## config.mk

```make
export PLATFORM = sky130hd
export DESIGN_NAME = block_cache_round_robin_controller
export DESIGN_NICKNAME = d
export VERILOG_FILES = /design/src/bcrr_pkg.sv /design/src/block_cache_round_robin_controller.sv /design/src/bcrr_cell.sv /design/src/bcrr_ctrl.sv
export SDC_FILE = /design/constraint.sdc
export NUM_CORES = 1
export LEC_CHECK = 0
export ABC_AREA = 0
export BUFFER_PORTS_ARGS = -buffer_cell sky130_fd_sc_hd__clkbuf_2
export CORE_MARGIN = 4
export CORE_UTILIZATION = 43
export CTS_CLUSTER_SIZE = 25
export DETAILED_ROUTE_END_ITERATION = 8
export GPL_ROUTABILITY_DRIVEN = 0
export HOLD_SLACK_MARGIN = 0.06
export SKIP_CTS_REPAIR_TIMING = 1
export SLEW_MARGIN = 0
export SYNTH_ARGS = -nofsm -noshare
export SYNTH_HDL_FRONTEND = slang
export SYNTH_SLANG_ARGS = --single-unit
```

## constraint.sdc

```tcl
create_clock -name clk -period 8.6 [get_ports clk]
set_clock_uncertainty 0.15 [all_clocks]
set_input_delay 0.43 -clock clk [delete_from_list [all_inputs] [get_ports clk]]
set_output_delay 0.43 -clock clk [all_outputs]
set_load 0.02 [all_outputs]
```

## src/bcrr_pkg.sv

```systemverilog
// Shared types, constants and codes of the block cache round-robin controller.
package bcrr_pkg;

    // Number of cache slots held in the ring of cells.
    localparam int CACHE_SLOTS = 16;

    // Slot index width, kept at one bit for a single-slot ring.
    localparam int SLOT_W = (CACHE_SLOTS > 1) ? $clog2(CACHE_SLOTS) : 1;
    // Width of a slot count that can hold CACHE_SLOTS itself.
    localparam int CNT_W = $clog2(CACHE_SLOTS + 1);

    localparam int TAG_W = 24;
    localparam int SIU_W = 7;
    localparam int BIF_W = 25;
    localparam int CFG_DATA_W = 25;
    localparam int STATUS_W = 3;
    localparam int OSLOT_W = 6;

    // Request modes.
    localparam logic [1:0] MODE_READ = 2'd0;
    localparam logic [1:0] MODE_WRITE = 2'd1;
    localparam logic [1:0] MODE_FLUSH = 2'd2;

    // Result status codes.
    localparam logic [STATUS_W-1:0] ST_HIT = 3'd0;
    localparam logic [STATUS_W-1:0] ST_RMISS = 3'd1;
    localparam logic [STATUS_W-1:0] ST_WMISS = 3'd2;
    localparam logic [STATUS_W-1:0] ST_BYPASS = 3'd3;
    localparam logic [STATUS_W-1:0] ST_RANGE = 3'd4;
    localparam logic [STATUS_W-1:0] ST_FLUSH_WB = 3'd5;
    localparam logic [STATUS_W-1:0] ST_FLUSH_EMPTY = 3'd6;

    // Configuration register indexes.
    localparam logic CFG_SLOTS_IN_USE = 1'b0;
    localparam logic CFG_BLOCKS_IN_FILE = 1'b1;

    // One request item.
    typedef struct packed {
        logic [1:0]       mode;
        logic [TAG_W-1:0] block_index;
    } req_t;

    // One result item.
    typedef struct packed {
        logic [STATUS_W-1:0] status;
        logic [OSLOT_W-1:0]  slot;
        logic                evict;
        logic [TAG_W-1:0]    evict_block;
        logic                last;
    } rsp_t;

    // Control from the sequencer to the ring of cells.
    typedef struct packed {
        logic             shift;
        logic             write;
        logic [TAG_W-1:0] tag;
    } ring_ctl_t;

    // Sequencer states.
    typedef enum logic [2:0] {
        CS_IDLE,
        CS_SCAN,
        CS_DECIDE,
        CS_UPDATE,
        CS_FLUSH,
        CS_RESP
    } ctrl_state_t;

endpackage

```

## src/block_cache_round_robin_controller.sv

```systemverilog
// Top level of the block cache controller: configuration, ring of slot cells, sequencer.
//
// Usage. Requests enter on in_valid/in_stall/in_data (mode and block_index);
// an item is taken at a clock edge with in_valid high and in_stall low.
// Results leave on out_valid/out_stall/out_data from one output register.
// Configuration is to be written through cfg_we/cfg_index/cfg_data only while idle, which the block does not enforce:
// index 0 is slots_in_use, index 1 is blocks_in_file.
// Slot tags live in a ring of CACHE_SLOTS cells that rotates one slot per
// cycle past a single compare at the head. Path from acceptance to result:
//   out of range, bypass, flush with no active slot: straight to the result;
//   hit: one scan pass;
//   miss: a scan pass, then a pass to write the tag;
//   flush: one pass with one write-back per used slot, paused while stalled.
// One request is handled at a time; in_stall is high until its last result
// has been placed in the output register. A stall on the result side holds
// the output register and, during a flush, pauses the ring.
// Reset frees every slot, zeroes the victim pointer and restores
// slots_in_use to 16 and blocks_in_file to 0; no clearing pass is needed.
module block_cache_round_robin_controller
    import bcrr_pkg::*;
(
    input  logic                  clk,
    input  logic                  rst_n,
    input  logic                  in_valid,
    output logic                  in_stall,
    input  req_t                  in_data,
    output logic                  out_valid,
    input  logic                  out_stall,
    output rsp_t                  out_data,
    input  logic                  cfg_we,
    input  logic                  cfg_index,
    input  logic [CFG_DATA_W-1:0] cfg_data
);

    logic [SIU_W-1:0] siu_reg, siu_next;
    logic [BIF_W-1:0] bif_reg, bif_next;

    logic [TAG_W-1:0] cell_tag [CACHE_SLOTS];
    logic             cell_valid [CACHE_SLOTS];
    ring_ctl_t        ring;

    // Configuration register writes.
    always_comb
    begin
        siu_next = siu_reg;
        bif_next = bif_reg;
        if (cfg_we)
        begin
            unique case (cfg_index)
                CFG_SLOTS_IN_USE: siu_next = cfg_data[SIU_W-1:0];
                CFG_BLOCKS_IN_FILE: bif_next = cfg_data[BIF_W-1:0];
                default: siu_next = siu_reg;
            endcase
        end
    end

    always_ff @(posedge clk or negedge rst_n)
    begin
        if (!rst_n)
        begin
            siu_reg <= SIU_W'(16);
            bif_reg <= '0;
        end
        else
        begin
            siu_reg <= siu_next;
            bif_reg <= bif_next;
        end
    end

    // Ring of cells: each takes its upper neighbor, the last one takes the head
    // or, on a tag write, the new tag.
    for (genvar i = 0; i < CACHE_SLOTS; i++)
    begin : g_cell
        logic [TAG_W-1:0] src_tag;
        logic             src_valid;

        if (i == CACHE_SLOTS - 1)
        begin : g_wrap
            assign src_tag = ring.write ? ring.tag : cell_tag[0];
            assign src_valid = ring.write ? 1'b1 : cell_valid[0];
        end
        else
        begin : g_link
            assign src_tag = cell_tag[i + 1];
            assign src_valid = cell_valid[i + 1];
        end

        bcrr_cell u_cell (
            .clk      (clk),
            .rst_n    (rst_n),
            .shift    (ring.shift),
            .in_tag   (src_tag),
            .in_valid (src_valid),
            .tag      (cell_tag[i]),
            .valid    (cell_valid[i])
        );
    end

    // Sequencer.
    bcrr_ctrl u_ctrl (
        .clk            (clk),
        .rst_n          (rst_n),
        .in_valid       (in_valid),
        .in_stall       (in_stall),
        .in_data        (in_data),
        .out_valid      (out_valid),
        .out_stall      (out_stall),
        .out_data       (out_data),
        .slots_in_use   (siu_reg),
        .blocks_in_file (bif_reg),
        .head_tag       (cell_tag[0]),
        .head_valid     (cell_valid[0]),
        .ring           (ring)
    );

endmodule

```

## src/bcrr_cell.sv

```systemverilog
// One slot cell of the tag ring: holds a tag and its valid bit.
module bcrr_cell
    import bcrr_pkg::*;
(
    input  logic             clk,
    input  logic             rst_n,
    input  logic             shift,
    input  logic [TAG_W-1:0] in_tag,
    input  logic             in_valid,
    output logic [TAG_W-1:0] tag,
    output logic             valid
);

    logic [TAG_W-1:0] tag_reg;
    logic [TAG_W-1:0] tag_next;
    logic             valid_reg;
    logic             valid_next;

    // Take the neighbor's contents whenever the ring moves.
    always_comb
    begin
        tag_next = shift ? in_tag : tag_reg;
        valid_next = shift ? in_valid : valid_reg;
    end

    // The valid bit starts cleared so every slot is free after reset.
    always_ff @(posedge clk or negedge rst_n)
    begin
        if (!rst_n)
        begin
            valid_reg <= 1'b0;
        end
        else
        begin
            valid_reg <= valid_next;
        end
    end

    // The tag is only looked at while its valid bit is set.
    always_ff @(posedge clk)
    begin
        tag_reg <= tag_next;
    end

    assign tag = tag_reg;
    assign valid = valid_reg;

endmodule

```

## src/bcrr_ctrl.sv

```systemverilog
// Sequencer of the block cache: scans the ring, picks the slot and forms results.
module bcrr_ctrl
    import bcrr_pkg::*;
(
    input  logic             clk,
    input  logic             rst_n,
    input  logic             in_valid,
    output logic             in_stall,
    input  req_t             in_data,
    output logic             out_valid,
    input  logic             out_stall,
    output rsp_t             out_data,
    input  logic [SIU_W-1:0] slots_in_use,
    input  logic [BIF_W-1:0] blocks_in_file,
    input  logic [TAG_W-1:0] head_tag,
    input  logic             head_valid,
    output ring_ctl_t        ring
);

    localparam logic [SLOT_W-1:0] LAST_STEP = SLOT_W'(CACHE_SLOTS - 1);

    ctrl_state_t state_reg, state_next;
    logic [SLOT_W-1:0] step_reg, step_next;
    logic [SLOT_W-1:0] vp_reg, vp_next;
    logic              hit_reg, hit_next;
    logic              fge_reg, fge_next;
    logic              flt_reg, flt_next;
    logic              pvalid_reg, pvalid_next;
    logic              pend_valid_reg, pend_valid_next;
    logic              out_valid_reg, out_valid_next;

    logic [1:0]        mode_reg, mode_next;
    logic [TAG_W-1:0]  blk_reg, blk_next;
    logic [CNT_W-1:0]  n_reg, n_next;
    logic [SLOT_W-1:0] p_reg, p_next;
    logic [SLOT_W-1:0] hit_slot_reg, hit_slot_next;
    logic [SLOT_W-1:0] fge_slot_reg, fge_slot_next;
    logic [SLOT_W-1:0] flt_slot_reg, flt_slot_next;
    logic [TAG_W-1:0]  ptag_reg, ptag_next;
    logic [SLOT_W-1:0] vict_reg, vict_next;
    rsp_t              res_reg, res_next;
    logic [SLOT_W-1:0] pend_slot_reg, pend_slot_next;
    logic [TAG_W-1:0]  pend_tag_reg, pend_tag_next;
    rsp_t              out_reg, out_next;

    logic [CNT_W-1:0]  n_cfg;
    logic [SLOT_W-1:0] p_cfg;
    logic              in_acc;
    logic              in_range;
    logic              head_act;
    logic              last_step;
    logic              out_free;
    logic              found;
    logic              flush_hold;
    logic              shift;
    logic              load_resp;
    logic              load_pend;
    logic [SLOT_W-1:0] ptr_inc;
    logic [STATUS_W-1:0] miss_status;

    // Active slot count and the pointer folded into that range.
    always_comb
    begin
        if (slots_in_use >= SIU_W'(CACHE_SLOTS))
        begin
            n_cfg = CNT_W'(CACHE_SLOTS);
        end
        else
        begin
            n_cfg = slots_in_use[CNT_W-1:0];
        end
        p_cfg = (CNT_W'(vp_reg) < n_cfg) ? vp_reg : '0;
    end

    // Handshake and ring movement.
    assign in_stall = (state_reg != CS_IDLE);
    assign in_acc = in_valid && (state_reg == CS_IDLE);
    assign in_range = ({1'b0, in_data.block_index} < blocks_in_file);
    assign head_act = (CNT_W'(step_reg) < n_reg);
    assign last_step = (step_reg == LAST_STEP);
    assign out_free = !out_valid_reg || !out_stall;
    assign found = head_act && head_valid;
    assign flush_hold = (state_reg == CS_FLUSH) && found && pend_valid_reg && !out_free;
    assign shift = (state_reg == CS_SCAN) || (state_reg == CS_UPDATE)
                   || ((state_reg == CS_FLUSH) && !flush_hold);
    assign load_resp = (state_reg == CS_RESP) && out_free;
    assign load_pend = (state_reg == CS_FLUSH) && shift && found && pend_valid_reg;
    assign ptr_inc = (CNT_W'(p_reg) + CNT_W'(1) == n_reg) ? '0 : p_reg + SLOT_W'(1);
    assign miss_status = (mode_reg == MODE_READ) ? ST_RMISS : ST_WMISS;

    // Next state.
    always_comb
    begin
        state_next = state_reg;
        unique case (state_reg)
            CS_IDLE:
            begin
                if (in_acc)
                begin
                    if (in_data.mode == MODE_READ || in_data.mode == MODE_WRITE)
                    begin
                        state_next = (!in_range || n_cfg == '0) ? CS_RESP : CS_SCAN;
                    end
                    else if (in_data.mode == MODE_FLUSH)
                    begin
                        state_next = (n_cfg == '0) ? CS_RESP : CS_FLUSH;
                    end
                end
            end
            CS_SCAN:
            begin
                if (last_step)
                begin
                    state_next = CS_DECIDE;
                end
            end
            CS_DECIDE:
            begin
                state_next = hit_reg ? CS_RESP : CS_UPDATE;
            end
            CS_UPDATE:
            begin
                if (last_step)
                begin
                    state_next = CS_RESP;
                end
            end
            CS_FLUSH:
            begin
                if (shift && last_step)
                begin
                    state_next = CS_RESP;
                end
            end
            CS_RESP:
            begin
                if (out_free)
                begin
                    state_next = CS_IDLE;
                end
            end
            default:
            begin
                state_next = CS_IDLE;
            end
        endcase
    end

    // Outputs toward the ring and the result channel.
    always_comb
    begin
        ring.shift = shift;
        ring.write = (state_reg == CS_UPDATE) && (step_reg == vict_reg);
        ring.tag = blk_reg;
        out_valid = out_valid_reg;
        out_data = out_reg;
    end

    // Request capture, scan bookkeeping, victim choice and flush results.
    always_comb
    begin
        step_next = shift ? (last_step ? '0 : step_reg + SLOT_W'(1)) : step_reg;
        vp_next = vp_reg;
        hit_next = hit_reg;
        fge_next = fge_reg;
        flt_next = flt_reg;
        pvalid_next = pvalid_reg;
        pend_valid_next = pend_valid_reg;
        mode_next = mode_reg;
        blk_next = blk_reg;
        n_next = n_reg;
        p_next = p_reg;
        hit_slot_next = hit_slot_reg;
        fge_slot_next = fge_slot_reg;
        flt_slot_next = flt_slot_reg;
        ptag_next = ptag_reg;
        vict_next = vict_reg;
        res_next = res_reg;
        pend_slot_next = pend_slot_reg;
        pend_tag_next = pend_tag_reg;

        unique case (state_reg)
            CS_IDLE:
            begin
                if (in_acc)
                begin
                    mode_next = in_data.mode;
                    blk_next = in_data.block_index;
                    n_next = n_cfg;
                    p_next = p_cfg;
                    hit_next = 1'b0;
                    fge_next = 1'b0;
                    flt_next = 1'b0;
                    pend_valid_next = 1'b0;
                    res_next = '{status: ST_BYPASS, slot: '0, evict: 1'b0,
                                 evict_block: '0, last: 1'b1};
                    if (in_data.mode == MODE_FLUSH)
                    begin
                        res_next.status = ST_FLUSH_EMPTY;
                    end
                    else if (!in_range)
                    begin
                        res_next.status = ST_RANGE;
                    end
                end
            end
            CS_SCAN:
            begin
                if (head_act)
                begin
                    // Lowest matching slot wins.
                    if (head_valid && head_tag == blk_reg && !hit_reg)
                    begin
                        hit_next = 1'b1;
                        hit_slot_next = step_reg;
                    end
                    // First free slot at or after the pointer, and first before it.
                    if (!head_valid && step_reg >= p_reg && !fge_reg)
                    begin
                        fge_next = 1'b1;
                        fge_slot_next = step_reg;
                    end
                    if (!head_valid && step_reg < p_reg && !flt_reg)
                    begin
                        flt_next = 1'b1;
                        flt_slot_next = step_reg;
                    end
                    if (step_reg == p_reg)
                    begin
                        ptag_next = head_tag;
                        pvalid_next = head_valid;
                    end
                end
            end
            CS_DECIDE:
            begin
                res_next = '{status: miss_status, slot: '0, evict: 1'b0,
                             evict_block: '0, last: 1'b1};
                priority if (hit_reg)
                begin
                    res_next.status = ST_HIT;
                    res_next.slot = OSLOT_W'(hit_slot_reg);
                end
                else if (!pvalid_reg)
                begin
                    vict_next = p_reg;
                    vp_next = ptr_inc;
                    res_next.slot = OSLOT_W'(p_reg);
                end
                else if (fge_reg)
                begin
                    vict_next = fge_slot_reg;
                    vp_next = p_reg;
                    res_next.slot = OSLOT_W'(fge_slot_reg);
                end
                else if (flt_reg)
                begin
                    vict_next = flt_slot_reg;
                    vp_next = p_reg;
                    res_next.slot = OSLOT_W'(flt_slot_reg);
                end
                else
                begin
                    // Every active slot is taken: write back the pointer's slot.
                    vict_next = p_reg;
                    vp_next = ptr_inc;
                    res_next.slot = OSLOT_W'(p_reg);
                    res_next.evict = 1'b1;
                    res_next.evict_block = ptag_reg;
                end
            end
            CS_UPDATE:
            begin
            end
            CS_FLUSH:
            begin
                // Each write-back is held until the next one is found, so the final one can be marked.
                if (shift && found)
                begin
                    pend_valid_next = 1'b1;
                    pend_slot_next = step_reg;
                    pend_tag_next = head_tag;
                end
                if (shift && last_step)
                begin
                    pend_valid_next = 1'b0;
                    res_next = '{status: ST_FLUSH_EMPTY, slot: '0, evict: 1'b0,
                                 evict_block: '0, last: 1'b1};
                    if (found)
                    begin
                        res_next.status = ST_FLUSH_WB;
                        res_next.slot = OSLOT_W'(step_reg);
                        res_next.evict = 1'b1;
                        res_next.evict_block = head_tag;
                    end
                    else if (pend_valid_reg)
                    begin
                        res_next.status = ST_FLUSH_WB;
                        res_next.slot = OSLOT_W'(pend_slot_reg);
                        res_next.evict = 1'b1;
                        res_next.evict_block = pend_tag_reg;
                    end
                end
            end
            CS_RESP:
            begin
            end
            default:
            begin
            end
        endcase
    end

    // Output register loads a finished result when the slot is free.
    always_comb
    begin
        out_next = out_reg;
        if (load_resp)
        begin
            out_next = res_reg;
        end
        else if (load_pend)
        begin
            out_next = '{status: ST_FLUSH_WB, slot: OSLOT_W'(pend_slot_reg), evict: 1'b1,
                         evict_block: pend_tag_reg, last: 1'b0};
        end
        if (load_resp || load_pend)
        begin
            out_valid_next = 1'b1;
        end
        else
        begin
            out_valid_next = out_valid_reg && out_stall;
        end
    end

    // Control registers.
    always_ff @(posedge clk or negedge rst_n)
    begin
        if (!rst_n)
        begin
            state_reg <= CS_IDLE;
            step_reg <= '0;
            vp_reg <= '0;
            hit_reg <= 1'b0;
            fge_reg <= 1'b0;
            flt_reg <= 1'b0;
            pvalid_reg <= 1'b0;
            pend_valid_reg <= 1'b0;
            out_valid_reg <= 1'b0;
        end
        else
        begin
            state_reg <= state_next;
            step_reg <= step_next;
            vp_reg <= vp_next;
            hit_reg <= hit_next;
            fge_reg <= fge_next;
            flt_reg <= flt_next;
            pvalid_reg <= pvalid_next;
            pend_valid_reg <= pend_valid_next;
            out_valid_reg <= out_valid_next;
        end
    end

    // Payload registers.
    always_ff @(posedge clk)
    begin
        mode_reg <= mode_next;
        blk_reg <= blk_next;
        n_reg <= n_next;
        p_reg <= p_next;
        hit_slot_reg <= hit_slot_next;
        fge_slot_reg <= fge_slot_next;
        flt_slot_reg <= flt_slot_next;
        ptag_reg <= ptag_next;
        vict_reg <= vict_next;
        res_reg <= res_next;
        pend_slot_reg <= pend_slot_next;
        pend_tag_reg <= pend_tag_next;
        out_reg <= out_next;
    end

`ifndef SYNTHESIS
    // The ring is aligned (slot 0 at the head) whenever a request may enter.
    assert property (@(posedge clk) disable iff (!rst_n)
        state_reg == CS_IDLE |-> step_reg == '0)
        else $error("ring not aligned while idle");

    // Tags are replaced only during the update pass, on a moving ring.
    assert property (@(posedge clk) disable iff (!rst_n)
        ring.write |-> (state_reg == CS_UPDATE) && ring.shift)
        else $error("tag write outside the update pass");

    // A hit never asks for a write-back.
    assert property (@(posedge clk) disable iff (!rst_n)
        out_valid_reg && out_reg.status == ST_HIT |-> !out_reg.evict)
        else $error("hit result carries an eviction");

    // A flush write-back always names its block for write-back.
    assert property (@(posedge clk) disable iff (!rst_n)
        out_valid_reg && out_reg.status == ST_FLUSH_WB |-> out_reg.evict)
        else $error("flush write-back without evict");

    // The pointer stays inside the slot range after each miss.
    assert property (@(posedge clk) disable iff (!rst_n)
        state_reg == CS_UPDATE |-> CNT_W'(vp_reg) < n_reg)
        else $error("victim pointer beyond active slots");
`endif

endmodule

```

== Yosys cells after proc, flatten, opt, wreduce, memory -nomap -nowiden ==
Index checks and enable logic that the tools add are counted.

* Eq/ne operators: 23
* Reduce and logical (&&, ||, !) cells: 59
* Multiplexer cells: 55
* $add $sub $neg: 3
* Magnitude comparators: 6
* Bitwise operators: 2
* Multipliers: 0
* Divide/modulo/power cells: 0
* Shift-type cells: 0

{| class="wikitable"
|+ Operators by type and width
! operator !! number
|-
| two-way mux 35 bit || 4
|-
| case mux 35 bit (3 select lines) || 1
|-
| two-way mux 25 bit || 4
|-
| two-way mux 3 bit || 12
|-
| two-way mux 4 bit || 9
|-
| two-way mux 34 bit || 1
|-
| two-way mux 33 bit || 1
|-
| < comparator 24 x 25 -> 1 bit || 1
|-
| == test 24 bit || 1
|-
| two-way mux 24 bit || 1
|-
| logical AND 1 bit || 20
|-
| two-way mux 6 bit || 3
|-
| case mux 3 bit (6 select lines) || 1
|-
| AND reduction 3 bit || 6
|-
| two-way mux 1 bit || 12
|-
| AND reduction 4 bit || 3
|-
| < comparator 4 x 5 -> 1 bit || 2
|-
| inequality test 2 x 1 -> 1 bit, second input constant || 5
|-
| AND reduction 2 bit || 5
|-
| zero test 1 bit || 9
|-
| adder 4 x 1 -> 4 bit, second input constant || 2
|-
| == test 4 bit || 2
|-
| inequality test 2 bit, second input constant || 4
|-
| case mux 1 bit (2 select lines) || 4
|-
| 22 further kinds || 35
|}

* Output and inout port bits: 37
* Latch bits: 0
* ROM bits: 0
* Logic and storage cells: 212
* Memories: 0
* RAM bits: 0
* Register bits after elaboration: 622
* Bits of input ports: 57

== Longest topological paths before layout ==
Gate-level depths: netlist (run 1).

* Depth in word-level cells: 13
* Gate-level depth with buffers: 9
* Mapped depth without buffers: 8

== By module ==
A second synthesis (run 1) with hierarchy kept.

* Cells, all modules: 1139
* Area total of the unflattened synthesis: 22371.5 sq um

{| class="wikitable"
|+ Modules (own cells, without submodules)
! module !! instances !! cells each !! area an instance (sq um)
|-
| bcrr_cell || 16 || 26 || 760.7
|-
| bcrr_ctrl || 1 || 626 || 8563.2
|-
| block_cache_round_robin_controller || 1 || 97 || 1636.6
|}

== Worst setup path before layout (run 1) ==
Ideal clock, no wire load.

* Path type: register -> register
* Start: reg u_ctrl.step_reg[1]
* End: reg u_ctrl.pend_slot_reg[0] (enable)
* Cell stages (with the launch flop): 5
* Setup slack: 3991 ps
* Period minus slack after synthesis: 4609 ps
* Data required time: 7966 ps
* Setup time: 484 ps
* Data arrival time: 3976 ps
* Path through: dfrtp_1 -> ha_1 -> a211oi_2 -> o21ai_0 -> nor4_1

* Cells in the longest elaborated chain, start to end: 10

{| class="wikitable"
|+ RTL lines
! what !! line !! RTL
|-
| start, declared || bcrr_ctrl.sv:23 || <nowiki>logic [SLOT_W-1:0] step_reg, step_next;</nowiki>
|-
| start signal, assigned || bcrr_ctrl.sv:355 || <nowiki>step_reg <= step_next;</nowiki>
|-
| < comparator 4 x 5 -> 1 bit * || bcrr_ctrl.sv:79 || <nowiki>assign head_act = (CNT_W'(step_reg) < n_reg);</nowiki>
|-
| logical AND 1 bit * || bcrr_ctrl.sv:82 || <nowiki>assign found = head_act && head_valid;</nowiki>
|-
| logical AND 1 bit (3 in a row) || bcrr_ctrl.sv:83 || <nowiki>assign flush_hold = (state_reg == CS_FLUSH) && found && pend_valid_reg && !out_free;</nowiki>
|-
| zero test 1 bit || bcrr_ctrl.sv:85 || <nowiki>|| ((state_reg == CS_FLUSH) && !flush_hold);</nowiki>
|-
| logical AND 1 bit || bcrr_ctrl.sv:85 ||
|-
| logical OR 1 bit || bcrr_ctrl.sv:85 ||
|-
| logical AND 1 bit * || bcrr_ctrl.sv:278 || <nowiki>if (shift && found)</nowiki>
|-
| AND reduction 2 bit (no line) * || -- ||
|-
| end signal, assigned || bcrr_ctrl.sv:379 || <nowiki>pend_slot_reg <= pend_slot_next;</nowiki>
|-
| end, declared || bcrr_ctrl.sv:42 || <nowiki>logic [SLOT_W-1:0] pend_slot_reg, pend_slot_next;</nowiki>
|}

Every way passes the cells marked *; elsewhere a longest branch is shown, timed or not.
A chain may end at the register's enable or synchronous reset.

== Worst setup path in the final report (run 1) ==
* Start: reg u_ctrl.step_reg[2]
* End: reg g_cell[14].u_cell.valid_reg

* Cells in the longest elaborated chain, start to end: 8

{| class="wikitable"
|+ RTL lines
! what !! line !! RTL
|-
| < comparator 4 x 5 -> 1 bit || bcrr_ctrl.sv:79 ||
|-
| logical AND 1 bit || bcrr_ctrl.sv:82 ||
|-
| logical AND 1 bit (3 in a row) || bcrr_ctrl.sv:83 ||
|-
| zero test 1 bit || bcrr_ctrl.sv:85 ||
|-
| logical AND 1 bit || bcrr_ctrl.sv:85 ||
|-
| logical OR 1 bit || bcrr_ctrl.sv:85 ||
|-
| end signal, assigned || bcrr_cell.sv:35 || <nowiki>valid_reg <= valid_next;</nowiki>
|-
| end, declared || bcrr_cell.sv:16 || <nowiki>logic valid_reg;</nowiki>
|}

No other way between the ends.

==> metrics.csv, run 1 <==
metric,value,unit
vdd_drop_max,0.298,mV
relSlewSlack,19.9,%
period_needed,4030,ps
instances_no_fill,2141,
yosys.area_share.simple,5.55,%
path_max_fanout,69,
pwr-share-clk,26.4,%
drive_above_1_share,19.1,%
hp-class,input pin to flip-flop,
areaGrowthSynthToFinish,16.8,%
synth_area_per_cell,18.1,um^2
p_int,7.05,mW
die-area,55500,um^2
power.total,9.68,mW
ant_nets,0,
h-tree-depth,2,
arrival,4380,ps
ys.warnings.count,0,
required,8950,ps
setup_viol,0,
ios,94,
initial_utilization,43.4,%
critPathKind,flip-flop to flip-flop,
antenna_found_initial,3,
grt.total_usage,14.3,%
vias,10842,
cts_root_buffer,clkbuf_16,
drc,0,
postSynthCellCount,1229,
fp-row-count,83,
drv_cap,0,
numCtsBuffers,60,
async_reset_ff_share,10.5,%
pre_cts_ws,4520,ps
synth-compound-area-share,3.95,%
max_freq,0.248,GHz
firstDrtPassIters,6,
final_area,26000,um^2
powerDensity,372,nW/um^2
clkSlewWorstSetupHoldPaths,60,ps
place_area,23500,um^2
endpoint_kind,flip-flop,
netSwitchingFraction,27.2,%
p_seq_share,58.5,%
p_comb_share,15.1,%
grt_first_pass_wirelength,61800,um
yosys_register_bits,617,
p_leak,9.51,nW
vias_per_cell,5.06,
core-area,51300,um^2
synth-xor-area-share,1.30,%
largest_reg_flops,384,
clock-sinks,617,
synth_cell_types,64,
setup_ws,4570,ps
die_w,236,um
tritoncts,built,
place.port_buffers,91,
grt_overflow,0,
tightest_slew,1200,ps
cts_max_path_buffers,3,
drt_iter0_drc,1074,
layout_commonest_cell,edfxtp_1,
dieHeight,236,um
synth_mux_area_share,3.94,%
rsz0062_at_grt,no,
fin_util,50.7,%
fillers,4188,
yosysSeqAreaShare,81.7,%
fin_crit_sh,46.8,%
ys.flop_type,edfxtp_1,
power.switching,2.63,mW
outcome,completed,
synth_top_family_by_area,simple AND/OR/NAND/NOR gates,
hold_violations,0,
mostFrequentLayoutCells,"edfxtp_1, nand2_1, clkbuf_2, dfrtp_1",
hold_ws,150,ps
drt_wl_total,40300,um
dpl.hpwl,25000,um
yosys.area_share.adder,1.97,%
drv_slew,0,
worstSkewPairLatency,630,ps
synth_area,22300,um^2
tns,0,ps
synth_edf_count,552,
wl_per_cell,18.8,um
grt_max_degree,230,
finalNetCount,1502,
critPathLaunchType,flip-flop,
grt_pass1_vias,10543,
dp.cells,1976,
cell type report:
| type | count | area [um^2] | area share [%] |
|---|---|---|---|
| multi-input combinational | 534 | 3750 | 14.4 |
| clock inverter | 30 | 267 | 1.02 |
| clock buffer | 81 | 1680 | 6.47 |
| inverter | 40 | 150 | 0.577 |
| sequential | 617 | 18200 | 70.0 |
| tap | 680 | 851 | 3.27 |
| timing repair buffer | 157 | 1100 | 4.22 |
| antenna | 2 | 5.00 | 0.0192 |
metal layers:
layer | track usage, % | part of all wire, %
met1 | 20.9 | 46
met2 | 21.5 | 46
met5 | 0 | 0
met4 | 5.05 | 2.7
met3 | 2.88 | 5.5
worst max-delay path, cell delays in order, from the launching register on:
cell,delay (ps)
dfrtp_1,560
ha_1,370
o211ai_1,140
o21a_1,200
buf_4,240
a22oi_4,610
buf_4,490
buf_4,730
mux2_2,400
synthesized netlist by cell type (all sizes together) (8+ instances only):
| master | number | area (um^2) |
|---|---|---|
| a21oi | 30 | 150 |
| a32oi | 25 | 219 |
| and2 | 9 | 56.3 |
| buf | 17 | 109 |
| clkbuf | 22 | 82.6 |
| dfrtp | 64 | 1600 |
| edfxtp | 552 | 16600 |
| ha | 35 | 438 |
| inv | 40 | 150 |
| mux2 | 71 | 837 |
| nand2 | 139 | 524 |
| nand2b | 8 | 50.1 |
| nand3 | 32 | 160 |
| nor2 | 32 | 120 |
| nor4 | 8 | 50.1 |
| o21ai | 17 | 85.1 |
| xor2 | 27 | 236 |
cell families after synthesis:
| group | count (synthesis) |
|---|---|
| xor+xnor | 33 |
| buf+inv | 79 |
| mux | 75 |
| simple gates | 267 |
| other cells | 1 |
| compound gates | 122 |
| flops | 617 |
| fa+ha+maj | 35 |
power by group through the flow:
stage / clock (mW) / sequential, mW / combinational [mW]
after floorplan: 0 / 5.51 / 1.05
after global placement: 0 / 5.67 / 1.43
after detailed placement: 0 / 5.73 / 1.47
after CTS: 2.64 / 5.69 / 1.47
after global routing: 2.77 / 5.81 / 1.62
final: 2.56 / 5.67 / 1.46
path summary, 6_finish.rpt:
kind,start,end,slack [ps],depth (start not counted)
setup / recovery,u_ctrl.step_reg[2],g_cell[14].u_cell.valid,4570,8
hold / removal,in_valid,u_ctrl.state_reg[0],150,5
setup reg to reg,u_ctrl.step_reg[2],g_cell[14].u_cell.valid,4570,8
hold reg to reg,g_cell[7].u_cell.tag[20],g_cell[6].u_cell.tag[20],250,0
max in group asynchronous,rst_n,siu_reg[2],7350,2
min in group asynchronous,rst_n,u_ctrl.out_valid,340,2
(Power assumes the default switching activity.)
==> run 2: changes to the inputs <==
==> constraint.sdc (replaced) <==
create_clock -name clk -period 3.3 [get_ports clk]
set_clock_uncertainty 0.15 [all_clocks]
set_input_delay 0.165 -clock clk [delete_from_list [all_inputs] [get_ports clk]]
set_output_delay 0.165 -clock clk [all_outputs]
set_load 0.02 [all_outputs]
==> metrics.csv, run 2 (same netlist as run 1, synthesis figures left out) <==
metric,value,unit
period_needed,2750,ps
relSlewSlack,35.1,%
fin_util,51.2,%
core-area,51300,um^2
worstSkewPairLatency,620,ps
setup_ws,549,ps
tightest_slew,974,ps
numCtsBuffers,61,
areaGrowthSynthToFinish,18.0,%
hold_violations,0,
grt_max_degree,91,
die-area,55500,um^2
grt_overflow,0,
instances_no_fill,2170,
grt.total_usage,14.5,%
drt_wl_total,41200,um
slowest_stage,dfrtp_1,
critPathLaunchType,flip-flop,
die_w,236,um
power.switching,7.01,mW
required,3420,ps
drv_slew,0,
rsz0062_at_grt,no,
slowest_delay,490,ps
grt_first_pass_wirelength,62900,um
worst-path-buf-inv,1,
ios,94,
seqCellArea,18200,um^2
layout_commonest_cell,edfxtp_1,
vias,10813,
power.total,25.5,mW
hold_ws,68.7,ps
fin_crit_sh,83.4,%
dp.cells,1995,
drc,0,
busiest_layer,met2,
antenna_found_initial,1,
max_freq,0.363,GHz
cp_top_family,compound AO/OA/AOI/OAI gates,
initial_utilization,43.4,%
path_max_fanout,32,
antennaDiodeCount,0,
ant_nets,0,
place_area,23800,um^2
multiInputGateArea,3760,um^2
fp-row-count,83,
powerDensity,970,nW/um^2
use_met2,22.8,%
critPathKind,flip-flop to flip-flop,
largest_reg_flops,384,
vias_per_cell,4.98,
place.port_buffers,91,
dieHeight,236,um
netSwitchingFraction,27.5,%
arrival,2870,ps
final_area,26300,um^2
p_seq_share,57.5,%
clock-sinks,617,
p_comb_share,16.5,%
setup_viol,0,
fillers,4223,
firstDrtPassIters,4,
wl_per_cell,19.0,um
clkSlewWorstSetupHoldPaths,60,ps
cts_max_path_buffers,3,
tritoncts,built,
drive_above_1_share,19.8,%
endpoint_kind,flip-flop,
p_leak,9.64,nW
pre_cts_ws,579,ps
outcome,completed,
pwr-share-clk,26.0,%
vdd_drop_max,0.477,mV
h-tree-depth,2,
finalNetCount,1529,
cts_root_buffer,clkbuf_16,
grtUsageMet3,2.76,%
tns,0,ps
hp-class,input pin to async pin,
path_cells,"ha_1, a211oi_2, o21ai_0, or3_1, nand2_1, a211oi_4, buf_4",
grt_pass1_vias,10675,
drt_iter0_drc,773,
grt_util_met1,21.0,%
mostFrequentLayoutCells,"edfxtp_1, nand2_1, clkbuf_2, dfrtp_1",
drv_cap,0,
dpl.hpwl,26500,um
p_int,18.5,mW
## run 2: final timing paths
kind | slack, ps | end | start | cells past startpoint
min | 70 | u_ctrl.out_valid | rst_n | 2
min reg2reg | 240 | g_cell[2].u_cell.tag[17] | g_cell[3].u_cell.tag[17] | 0
max | 550 | u_ctrl.res_reg[11] | u_ctrl.step_reg[1] | 7
max reg2reg | 550 | u_ctrl.res_reg[11] | u_ctrl.step_reg[1] | 7
min in group clk | 130 | u_ctrl.blk_reg[21] | in_data[21] | 2
max in group asynchronous | 2230 | bif_reg[13] | rst_n | 2
## run 2: power by group through the flow
| stage | combinational, mW | sequential [mW] | clock [mW] |
|---|---|---|---|
| after floorplan | 2.79 | 14.3 | 0 |
| after global placement | 4.12 | 14.7 | 0 |
| after detailed placement | 4.20 | 14.9 | 0 |
| after CTS | 4.22 | 14.7 | 6.83 |
| after global routing | 4.65 | 15.0 | 7.18 |
| final | 4.20 | 14.7 | 6.64 |
## run 2: layer usage
metal	up-vias	wire [um]
li1	5095	-
met5	-	0
met3	58	2200
met1	5404	18700
met4	0	889
met2	256	19400
## run 2: worst register-to-register path, cell delays in order, from the launching register on
cell	delay (ps)
dfrtp_1	490
ha_1	350
a211oi_2	90
o21ai_0	340
or3_1	220
nand2_1	100
a211oi_4	230
buf_4	420
## run 2: area by class of cell
class | instances | share of cell area (%)
clock inverters | 27 | 1.10
flip-flops and latches | 617 | 69.3
multi-input cells | 534 | 14.3
repair buffers | 183 | 5.27
clock buffers | 89 | 6.25
inverters | 40 | 0.571
well taps | 680 | 3.24
==> run 3: changes to the inputs <==
==> constraint.sdc (replaced) <==
create_clock -name clk -period 2.4 [get_ports clk]
set_clock_uncertainty 0.15 [all_clocks]
set_input_delay 0.12 -clock clk [delete_from_list [all_inputs] [get_ports clk]]
set_output_delay 0.12 -clock clk [all_outputs]
set_load 0.02 [all_outputs]
==> metrics.csv, run 3 (same netlist as run 1, synthesis figures left out) <==
metric,value,unit
drive_above_1_share,27.1,%
firstDrtPassIters,5,
grt.total_usage,15.3,%
grt_pass1_vias,11080,
die-area,55500,um^2
arrival,2550,ps
vdd_drop_max,0.686,mV
path_max_fanout,7,
p_comb_share,23.3,%
m1WireLength,21700,um
tightest_slew,759,ps
vias_per_cell,5.07,
dpl.hpwl,28800,um
power.switching,10.6,mW
drv_cap,0,
cts_max_path_buffers,3,
hp-class,input pin to flip-flop,
largest_reg_flops,384,
dr_wl_met2,20400,um
reg2regPathDepth,8,
ant_nets,0,
wl_met3,2440,um
areaGrowthSynthToFinish,26.3,%
drc,0,
slowest_delay,400,ps
power.total,38.2,mW
p_seq_share,51.7,%
h-tree-depth,2,
antennaDiodeCount,0,
critPathLaunchType,flip-flop,
cts_root_buffer,clkbuf_16,
endpoint_kind,flip-flop,
clkSlewWorstSetupHoldPaths,60,ps
fp-row-count,83,
setup_viol,0,
wl_per_cell,19.9,um
grt_max_degree,42,
drt_wl_total,45500,um
required,2580,ps
drt_iter0_drc,881,
top_layer_used,met4,
place.port_buffers,91,
mostFrequentLayoutCells,"edfxtp_1, nand2_1, clkbuf_2, buf_4, dlygate4sd3_1",
rsz0062_at_grt,yes,
grt_overflow,0,
worstSkewPairLatency,640,ps
grt_first_pass_wirelength,66000,um
tritoncts,built,
path_common_cell,buf_6,
fin_crit_sh,99.2,%
slowest_stage,edfxtp_1,
core-area,51300,um^2
final_area,28100,um^2
numCtsBuffers,60,
whs_path_depth,2,
netSwitchingFraction,27.7,%
max_freq,0.420,GHz
pwr-share-clk,25.1,%
critPathKind,flip-flop to flip-flop,
place_area,24400,um^2
outcome,completed,
hold_violations,0,
dieHeight,236,um
finalNetCount,1652,
drv_slew,0,
setup_ws,20.4,ps
p_leak,10.5,nW
period_needed,2380,ps
clock-sinks,617,
antenna_found_initial,1,
vias,11615,
die_w,236,um
ios,94,
path_cells,"inv_2, ha_4, o211ai_1, o21ai_2, buf_6, nor4_4, buf_6, clkbuf_16",
p_int,27.6,mW
layout_commonest_cell,edfxtp_1,
relSlewSlack,49.4,%
initial_utilization,43.4,%
pre_cts_ws,-143,ps
powerDensity,1360,nW/um^2
-- run 3: layer usage --
layer | track usage, % | up-vias
met5 | 0 | -
met4 | 4.47 | 0
met3 | 3.14 | 68
met2 | 21.8 | 313
met1 | 23.9 | 5871
li1 | - | 5363
-- run 3: area by class of cell --
class                           instances  area [um^2]
Multi-Input combinational cell        534         3990
Tap cell                              680          851
Fill cell                            4034        23200
Sequential cell                       617        18200
Timing Repair Buffer                  307         2910
Clock buffer                           68         1540
Clock inverter                         45          487
Inverter                               40          150
-- run 3: stage by stage --
stage,hold slack [ps],util (%),setup TNS [ps],cells
6_report,96.1,54.8,0,2291
5_1_grt,91.2,54.8,-10200,2291
4_1_cts,-666,51.6,-3580,2180
3_5_place_dp,-7.40,47.7,-2410,2067
3_3_place_gp,-18.8,47.7,-94.8,2067
2_1_floorplan,-326,-,-273290,1230
-- run 3: critical path: cells and delay by family, from the launching register on --
kind            cells  cell delay (ps)
compound gates      2              470
fa+ha+maj           1              200
buf+inv             4              610
flops               1              400
simple gates        1              260
-- run 3: worst paths after layout --
| check | slack (ps) | end | startpoint |
|---|---|---|---|
| max | 20 | u_ctrl.pend_slot_reg[3] | u_ctrl.n_reg[2] |
| min | 100 | u_ctrl.blk_reg[22] | in_data[22] |
| max reg2reg | 20 | u_ctrl.pend_slot_reg[3] | u_ctrl.n_reg[2] |
| min reg2reg | 240 | g_cell[14].u_cell.tag[4] | g_cell[15].u_cell.tag[4] |
| max in group asynchronous | 1380 | bif_reg[4] | rst_n |
| min in group asynchronous | 480 | siu_reg[4] | rst_n |
-- run 3: power groups by stage --
stage,Combinational [mW],Sequential (mW),Clock (mW)
3_5_place_dp,7.32,19.9,0
4_1_cts,7.35,19.8,9.79
6_report,8.89,19.8,9.58
3_3_place_gp,7.11,19.8,0
5_1_grt,9.60,20.2,10.3
2_1_floorplan,3.89,19.6,0
